--- config.mk ---
export PLATFORM = sky130hd
export DESIGN_NAME = button_bank_edge_events_top
export DESIGN_NICKNAME = d
export VERILOG_FILES = /design/src/sv/bbe_pkg.sv /design/src/sv/bbe_csr.sv /design/src/sv/bbe_seq.sv /design/src/sv/button_bank_edge_events_top.sv
export SDC_FILE = /design/constraint.sdc
export NUM_CORES = 1
export LEC_CHECK = 0
export ABC_CLOCK_PERIOD_IN_PS = 10700
export BUFFER_PORTS_ARGS = -buffer_cell sky130_fd_sc_hd__buf_2
export CAP_MARGIN = 20
export CORE_MARGIN = 3
export CORE_UTILIZATION = 45
export DETAILED_ROUTE_END_ITERATION = 10
export SLEW_MARGIN = 10
export SYNTH_ARGS = -nofsm -noshare
export SYNTH_HDL_FRONTEND = slang
export SYNTH_SLANG_ARGS = --single-unit
--- constraint.sdc ---
create_clock -name clock -period 10.7 [get_ports clock]
set_input_delay 0.535 -clock clock [delete_from_list [all_inputs] [get_ports clock]]
set_output_delay 0.535 -clock clock [all_outputs]
set_load 0.01 [all_outputs]
--- src/sv/bbe_pkg.sv ---
// ----------------------------------------------------------------------------
// bbe_pkg: shared types and constants for the button bank edge event block
// Register indexes, result kinds, widths and the bundles that pass between
// the register file, the sequencer and the top level.
// ----------------------------------------------------------------------------
package bbe_pkg;

   localparam int NUM_BUTTONS = 8;
   localparam int ID_SLOTS    = 8;
   localparam int POS_W       = $clog2(NUM_BUTTONS);
   localparam int ID_W        = 16;
   localparam int RAW_W       = 8;
   localparam int KIND_W      = 2;
   localparam int CSR_IDX_W   = 3;
   localparam int CSR_DATA_W  = 32;

   // register indexes
   localparam logic [CSR_IDX_W-1:0] REG_INVERT_MASK = 3'd0;
   localparam logic [CSR_IDX_W-1:0] REG_IDS_0_1     = 3'd1;
   localparam logic [CSR_IDX_W-1:0] REG_IDS_2_3     = 3'd2;
   localparam logic [CSR_IDX_W-1:0] REG_IDS_4_5     = 3'd3;
   localparam logic [CSR_IDX_W-1:0] REG_IDS_6_7     = 3'd4;
   localparam logic [CSR_IDX_W-1:0] REG_SCAN_ENABLE = 3'd5;

   // result kinds
   localparam logic [KIND_W-1:0] KIND_DOWN  = 2'd0;
   localparam logic [KIND_W-1:0] KIND_UP    = 2'd1;
   localparam logic [KIND_W-1:0] KIND_QUERY = 2'd2;

   // input ops
   localparam logic OP_SAMPLE = 1'b0;
   localparam logic OP_QUERY  = 1'b1;

   typedef struct packed {
      logic [RAW_W-1:0]       invert_mask;
      logic                   scan_enable;
      logic [NUM_BUTTONS-1:0] mapped;
   } cfg_type;

   typedef struct packed {
      logic              valid;
      logic [KIND_W-1:0] kind;
      logic [ID_W-1:0]   button_id;
      logic              pressed;
      logic              last;
   } evt_type;

endpackage

--- src/sv/bbe_csr.sv ---
// ----------------------------------------------------------------------------
// bbe_csr: configuration registers
// Holds the inversion mask, the eight button IDs and the scan enable, and
// looks up the ID of the position the sequencer is visiting.
// ----------------------------------------------------------------------------
module bbe_csr
   import bbe_pkg::*;
(
   input  logic                  clock,
   input  logic                  reset,
   input  logic                  csr_valid,
   output logic                  csr_ready,
   input  logic [CSR_IDX_W-1:0]  csr_index,
   input  logic [CSR_DATA_W-1:0] csr_wdata,
   input  logic [POS_W-1:0]      pos,
   output logic [ID_W-1:0]       pos_id,
   output cfg_type               cfg
);

   logic [RAW_W-1:0] invert_mask_ff, invert_mask_in;
   logic             scan_enable_ff, scan_enable_in;
   logic [ID_W-1:0]  ids_ff [ID_SLOTS];
   logic [ID_W-1:0]  ids_in [ID_SLOTS];

   assign csr_ready = 1'b1;

   always_comb begin
      invert_mask_in = invert_mask_ff;
      scan_enable_in = scan_enable_ff;
      ids_in         = ids_ff;
      if (csr_valid) begin
         unique case (csr_index)
            REG_INVERT_MASK: invert_mask_in = csr_wdata[RAW_W-1:0];
            REG_IDS_0_1: begin
               ids_in[0] = csr_wdata[15:0];
               ids_in[1] = csr_wdata[31:16];
            end
            REG_IDS_2_3: begin
               ids_in[2] = csr_wdata[15:0];
               ids_in[3] = csr_wdata[31:16];
            end
            REG_IDS_4_5: begin
               ids_in[4] = csr_wdata[15:0];
               ids_in[5] = csr_wdata[31:16];
            end
            REG_IDS_6_7: begin
               ids_in[6] = csr_wdata[15:0];
               ids_in[7] = csr_wdata[31:16];
            end
            REG_SCAN_ENABLE: scan_enable_in = csr_wdata[0];
            default: ;  // drop writes to unknown indexes
         endcase
      end
   end

   always_ff @(posedge clock) begin
      if (reset) begin
         invert_mask_ff <= '0;
         scan_enable_ff <= 1'b1;
         for (int i = 0; i < ID_SLOTS; i++) begin
            ids_ff[i] <= '0;
         end
      end else begin
         invert_mask_ff <= invert_mask_in;
         scan_enable_ff <= scan_enable_in;
         ids_ff         <= ids_in;
      end
   end

   always_comb begin
      if (int'(pos) < ID_SLOTS) begin
         pos_id = ids_ff[pos];
      end else begin
         pos_id = '0;
      end
   end

   always_comb begin
      cfg.invert_mask = invert_mask_ff;
      cfg.scan_enable = scan_enable_ff;
      for (int i = 0; i < NUM_BUTTONS; i++) begin
         cfg.mapped[i] = (i < ID_SLOTS) ? (ids_ff[i] != '0) : 1'b0;
      end
   end

endmodule

--- src/sv/bbe_seq.sv ---
// ----------------------------------------------------------------------------
// bbe_seq: position sequencer
// Walks button positions one per cycle with a single ID comparator, pausing for
// result beats; emits key events for changed mapped bits or answers a pressed query.
// ----------------------------------------------------------------------------
module bbe_seq
   import bbe_pkg::*;
(
   input  logic             clock,
   input  logic             reset,
   input  logic             req_valid,
   output logic             req_stall,
   input  logic             req_op,
   input  logic [RAW_W-1:0] req_raw_bits,
   input  logic [ID_W-1:0]  req_query_id,
   input  cfg_type          cfg,
   input  logic [ID_W-1:0]  pos_id,
   output logic [POS_W-1:0] pos,
   input  logic             out_free,
   output evt_type          evt
);

   localparam logic [1:0] S_IDLE  = 2'd0;
   localparam logic [1:0] S_QUERY = 2'd1;
   localparam logic [1:0] S_SCAN  = 2'd2;

   logic [1:0]             state_ff, state_in;
   logic [POS_W-1:0]       pos_ff, pos_in;
   logic                   phase_ff, phase_in;
   logic [NUM_BUTTONS-1:0] pend_ff, pend_in;
   logic [NUM_BUTTONS-1:0] pressed_ff, pressed_in;
   logic [ID_W-1:0]        qid_ff, qid_in;

   logic [NUM_BUTTONS-1:0] next_bits;
   logic [NUM_BUTTONS-1:0] changed;
   logic [NUM_BUTTONS-1:0] rest;
   logic                   slot_ok;
   logic                   id_eq;
   logic                   end_pos;

   assign pos       = pos_ff;
   assign req_stall = (state_ff != S_IDLE);

   assign next_bits = NUM_BUTTONS'(req_raw_bits ^ cfg.invert_mask);
   assign changed   = (next_bits ^ pressed_ff) & cfg.mapped;
   assign slot_ok   = (int'(pos_ff) < ID_SLOTS);
   // shared comparator: query ID against the visited position's ID
   assign id_eq     = slot_ok && (pos_id == qid_ff);
   assign end_pos   = (pos_ff == POS_W'(NUM_BUTTONS - 1));
   assign rest      = pend_ff & ~(NUM_BUTTONS'(1) << pos_ff);

   always_comb begin
      state_in   = state_ff;
      pos_in     = pos_ff;
      phase_in   = phase_ff;
      pend_in    = pend_ff;
      pressed_in = pressed_ff;
      qid_in     = qid_ff;
      evt        = '0;
      unique case (state_ff)
         S_IDLE: begin
            if (req_valid) begin
               pos_in   = '0;
               phase_in = 1'b0;
               if (req_op == OP_QUERY) begin
                  qid_in   = req_query_id;
                  state_in = S_QUERY;
               end else if (cfg.scan_enable && (next_bits != pressed_ff)) begin
                  pressed_in = next_bits;
                  pend_in    = changed;
                  if (changed != '0) begin
                     state_in = S_SCAN;
                  end
               end
            end
         end
         S_QUERY: begin
            if (id_eq || end_pos) begin
               if (out_free) begin
                  evt.valid     = 1'b1;
                  evt.kind      = KIND_QUERY;
                  evt.button_id = qid_ff;
                  evt.pressed   = id_eq & pressed_ff[pos_ff];
                  evt.last      = 1'b1;
                  state_in      = S_IDLE;
               end
            end else begin
               pos_in = pos_ff + 1'b1;
            end
         end
         S_SCAN: begin
            if (pend_ff[pos_ff]) begin
               if (out_free) begin
                  evt.valid = 1'b1;
                  evt.kind  = pressed_ff[pos_ff] ? KIND_DOWN : KIND_UP;
                  if (!phase_ff) begin
                     evt.button_id = pos_id;
                     phase_in      = 1'b1;
                  end else begin
                     // any-key beat closes this position
                     evt.button_id = '0;
                     evt.last      = (rest == '0);
                     pend_in       = rest;
                     phase_in      = 1'b0;
                     pos_in        = pos_ff + 1'b1;
                     if (rest == '0) begin
                        state_in = S_IDLE;
                     end
                  end
               end
            end else begin
               pos_in = pos_ff + 1'b1;
            end
         end
         default: state_in = S_IDLE;
      endcase
   end

   always_ff @(posedge clock) begin
      if (reset) begin
         state_ff   <= S_IDLE;
         pos_ff     <= '0;
         phase_ff   <= 1'b0;
         pend_ff    <= '0;
         pressed_ff <= '0;
      end else begin
         state_ff   <= state_in;
         pos_ff     <= pos_in;
         phase_ff   <= phase_in;
         pend_ff    <= pend_in;
         pressed_ff <= pressed_in;
      end
      qid_ff <= qid_in;
   end

endmodule

--- src/sv/button_bank_edge_events_top.sv ---
// A query walks positions one per cycle until its ID matches or the last position is
// reached, then answers with a single beat once the output slot is free. A sample with
// changed mapped bits walks them too and emits a key beat and an any-key beat per bit; up to 16 result beats.
// The position sequencer and its single ID comparator set the rate.
// Reset (synchronous): pressed state 0, IDs 0, inversion mask 0, scanning on.
// ----------------------------------------------------------------------------
// button_bank_edge_events_top: button bank edge event generator
// Turns 8-bit button snapshots into key-down/key-up beats and answers
// pressed queries by button ID.
// ----------------------------------------------------------------------------
module button_bank_edge_events_top
   import bbe_pkg::*;
(
   input  logic                  clock,
   input  logic                  reset,
   input  logic                  req_valid,
   output logic                  req_stall,
   input  logic                  req_op,
   input  logic [RAW_W-1:0]      req_raw_bits,
   input  logic [ID_W-1:0]       req_query_id,
   output logic                  rsp_valid,
   input  logic                  rsp_stall,
   output logic [KIND_W-1:0]     rsp_kind,
   output logic [ID_W-1:0]       rsp_button_id,
   output logic                  rsp_pressed,
   output logic                  rsp_last,
   input  logic                  csr_valid,
   output logic                  csr_ready,
   input  logic [CSR_IDX_W-1:0]  csr_index,
   input  logic [CSR_DATA_W-1:0] csr_wdata
);

   cfg_type          cfg;
   evt_type          evt;
   logic [POS_W-1:0] pos;
   logic [ID_W-1:0]  pos_id;
   logic             out_free;

   logic              rsp_valid_ff, rsp_valid_in;
   logic [KIND_W-1:0] rsp_kind_ff;
   logic [ID_W-1:0]   rsp_id_ff;
   logic              rsp_pressed_ff;
   logic              rsp_last_ff;

   bbe_csr u_csr (
      .clock     (clock),
      .reset     (reset),
      .csr_valid (csr_valid),
      .csr_ready (csr_ready),
      .csr_index (csr_index),
      .csr_wdata (csr_wdata),
      .pos       (pos),
      .pos_id    (pos_id),
      .cfg       (cfg)
   );

   bbe_seq u_seq (
      .clock        (clock),
      .reset        (reset),
      .req_valid    (req_valid),
      .req_stall    (req_stall),
      .req_op       (req_op),
      .req_raw_bits (req_raw_bits),
      .req_query_id (req_query_id),
      .cfg          (cfg),
      .pos_id       (pos_id),
      .pos          (pos),
      .out_free     (out_free),
      .evt          (evt)
   );

   // output slot frees when empty or when its beat is taken this cycle
   assign out_free = !rsp_valid_ff || !rsp_stall;

   always_comb begin
      rsp_valid_in = rsp_valid_ff;
      if (evt.valid) begin
         rsp_valid_in = 1'b1;
      end else if (!rsp_stall) begin
         rsp_valid_in = 1'b0;
      end
   end

   always_ff @(posedge clock) begin
      if (reset) begin
         rsp_valid_ff <= 1'b0;
      end else begin
         rsp_valid_ff <= rsp_valid_in;
      end
      if (evt.valid) begin
         rsp_kind_ff    <= evt.kind;
         rsp_id_ff      <= evt.button_id;
         rsp_pressed_ff <= evt.pressed;
         rsp_last_ff    <= evt.last;
      end
   end

   assign rsp_valid     = rsp_valid_ff;
   assign rsp_kind      = rsp_kind_ff;
   assign rsp_button_id = rsp_id_ff;
   assign rsp_pressed   = rsp_pressed_ff;
   assign rsp_last      = rsp_last_ff;

endmodule

==> results by group <==
Placement
  – Setup Slack @ Placement: 6.29 ns
  – Port Buffer Count: 86
  – Post-DP HPWL: 21,100 um
  – GPL Wtd Cong: 1.00

Drt
  – Residual DRC: 0
  – Final WL: 29,500 um
  – DR vias/cell: 5.83
  – ANT nets after route: 0
  – Drt pass-1 iters: 7
  – Routed vias: 8,081
  – DRT iter0 DRCs: 702
  – Drt wl/cell: 21.3 um

Worst setup path
  – Startpoint types: flop
  – Worst R2R End: rsp_button_id[2]
  – Setup CP Type: flop to flop
  – CP max-delay cell: o21ai_2
  – Crit path to: rsp_button_id[2]
  – CP Max Fanout: 64
  – Worst reg-to-reg setup slack: 6.31 ns
  – Crit. Startpoint: u_seq.pos[0]
  – CP endpoint kind: flop
  – Worst-path cell chain: buf_4, mux4_2, mux2i_1, xor2_1, nand2_1, or4_4, o21a_1, o21ai_2
  – Crit path required time: 10.75 ns
  – Worst Path Arrival: 4.45 ns
  – R2r startpoint: u_seq.pos[0]
  – R2R depth: 8
  – CP max stage delay: 0.86 ns

Clocking
  – H-Tree Level Count: 4
  – # clock sinks: 196
  – Clk_lat worst skew: 0.44 ns
  – Post-CTS sizing: 0
  – Clk pin slew, worst setup/hold paths: 0.07 ns
  – Setup bufs post-CTS: 0
  – CTS max path bufs: 2
  – CTS tree: built
  – Cts bufs inserted: 17
  – Hold Buf Count CTS: 0
  – Clk root buf: clkbuf_16

Global route
  – Tot GR Track Use: 26.7%
  – First-pass GRT wire length: 45,200 um
  – Largest net degree at the start of global routing: 82
  – Initial antenna violation count: 0
  – Vias in the first global route: 7,498
  – GRT overflow: 0

Timing
  – TNS Setup: 0 ns
  – Rel. slew slack: 25.2%
  – Tcrit/Tclk final: 41.0%
  – Max-slew violation count: 0
  – Worst clock skew: 0.0121 ns
  – Worst-margin pin slew: 1.12 ns
  – Fin crit period: 4.39 ns
  – Fmax: 228 MHz
  – Final setup viols: 0
  – Final worst slack: 6.31 ns
  – Fin. Hold Viols: 0
  – RSZ-0062 raised after global routing: false

Floorplan
  – Chip Height: 149 um
  – Die Span X: 149 um
  – DIE AREA: 0.0222 mm2
  – # IOs: 88
  – Effective utilization at floorplan: 46.4%
  – Core area: 0.0198 mm2
  – Cell Rows: 51

Yosys
  – Yosys cell types: 51
  – Cell Area, Synth: 0.00918 mm2
  – Synthesis Warnings: 0
  – Synthesized flop and latch total: 196
  – Cell taking the most area after synthesis: dfxtp_1
  – Avg Cell Area, Syn: 8.59 um2
  – Post-synth EDFFs: 36
  – Syn nets: 1,144
  – Sequential area share after synthesis: 46.7%
  – Synth async-reset ratio: 0%
  – Post-synth top flop: dfxtp_1
  – Top-area cell type share of the netlist area: 34.9%
  – Leading cell types by count after synthesis: nand2_1 (310), dfxtp_1 (160), a21oi_1 (158)
  – Most numerous cell in the Yosys netlist: nand2_1
  – Synth top area cells: dfxtp_1 (35%), nand2_1 (13%), edfxtp_1 (12%)
  – Gate Count Post-Synth: 1,069

Worst hold path
  – Hold path start: req_query_id[11]
  – Hold Crit Class: input pin to flop

Run
  – Max-Cap Viols: 0

Cells and area
  – ANT cells: 0
  – Fin nets: 1,184
  – Synth-to-Final Area Change: 11.9%
  – Layout fillers: 1,930
  – Share of layout cells above drive strength 1: 14.4%

Power and ir drop
  – Clock share of power: 35.2%
  – PD cells: 173 mW/mm2
  – Leak Pwr: 3.70 nW
  – Switch Pwr: 0.547 mW
  – Reg power frac: 45.9%
  – Switching share of total power: 30.7%
  – VDD IR max: 0.0957 mV
  – Comb pwr share: 18.9%
  – Internal: 1.23 mW

Status
  – Outcome: finished clean
==> routing by layer <==
layer  part of all wire, %  global-route usage [%]  vias to the layer above
met5                     0                       0                        -
met4                   2.9                    10.1                        0
met3                   7.7                    5.26                       53
met2                    44                    39.6                      353
met1                    46                    38.6                     3834
li1                      -                       -                     3841
==> worst min path at each step <==
stage / endpoint / depth (start not counted)
floorplan: u_csr.ids_ff[29] / 2
global placement: u_csr.invert_mask_ff[6] / 2
detailed placement: u_csr.invert_mask_ff[7] / 2
CTS: u_seq.qid_ff[11] / 1
global route: u_seq.qid_ff[11] / 1
finish: u_seq.qid_ff[11] / 1
==> logic make-up (layout without fill, tap and decap cells) <==
kind of cell | count (synthesis) | after routing | share of synthesized area (%)
AOI/OAI and AO/OA | 253 | 253 | 16.2
DFF | 196 | 196 | 46.7
other | 1 | 1 | 0.0408
adders and majority gates | 10 | 10 | 1.36
muxes | 67 | 67 | 9.40
buffers and inverters | 93 | 145 | 4.27
xor gates and xnor gates | 20 | 20 | 1.91
and+or+nand+nor | 429 | 429 | 20.2
==> placed cells by master, fill, tap and decap left out, types with 5 or more instances in the layout <==
cell type  instances
nand2_1          310
dfxtp_1          159
a21oi_1          158
buf_2             85
nor4_1            37
edfxtp_1          36
mux2i_1           21
mux2_1            20
inv_1             20
o21ai_0           19
o22ai_1           18
clkbuf_16         18
mux2_2            14
nor2_1            14
mux4_2            12
xor2_1            12
or3_1             11
and2_1            11
ha_1              10
nand3_1            9
nor3_1             9
o32ai_1            9
a22oi_1            8
xnor2_1            8
a41oi_1            8
buf_4              8
and3_1             7
a21o_1             7
a32o_1             5
inv_6              5
==> metrics by stage <==
stage	hold slack, ns	instance area (um2)	util [%]	cells	total power [mW]
after floorplan	0.445	9180	-	1069	1.08
after global placement	0.456	9710	49.1	1355	1.17
after detailed placement	0.459	9710	49.1	1355	1.17
after CTS	0.258	10300	51.9	1386	1.79
after global routing	0.259	10300	51.9	1386	1.85
final	0.271	10300	51.9	1386	1.78
==> layout make-up <==
cell class	count	area, um2	share of cell area (%)
Timing Repair Buffer	93	485	4.73
Clock inverter	11	85.1	0.828
Inverter	21	78.8	0.767
Clock buffer	20	478	4.65
Tap cell	265	332	3.23
Multi-Input combinational cell	780	4530	44.1
Sequential cell	196	4290	41.7
==> power groups by stage <==
stage	sequential (mW)	clock, mW	combinational, mW
final	0.817	0.627	0.337
after detailed placement	0.832	0	0.334
after global routing	0.820	0.661	0.371
after CTS	0.816	0.634	0.335
after global placement	0.833	0	0.332
after floorplan	0.818	0	0.258
==> critical path: cells and delay by family (launching register included) <==
family / cells / cell delay (ns)
AO/OA/AOI/OAI: 2 / 1.16
AND/OR/NAND/NOR: 2 / 0.60
flip-flops: 1 / 0.32
multiplexers: 2 / 1.02
buffers and inverters: 1 / 0.67
XOR/XNOR: 1 / 0.19
==> state kept, by name, indices dropped and copies added, names as in the netlist <==
register,count
u_csr.scan_enable_ff,1
rsp_kind,2
rsp_valid,1
u_seq.phase_ff,1
u_seq.pos,3
u_csr.ids_ff,128
rsp_last,1
u_seq.pend_ff,8
u_seq.state_ff,2
rsp_button_id,16
u_csr.invert_mask_ff,8
u_seq.pressed_ff,8
rsp_pressed,1
u_seq.qid_ff,16
No activity file was read; power rests on OpenSTA's default activity.
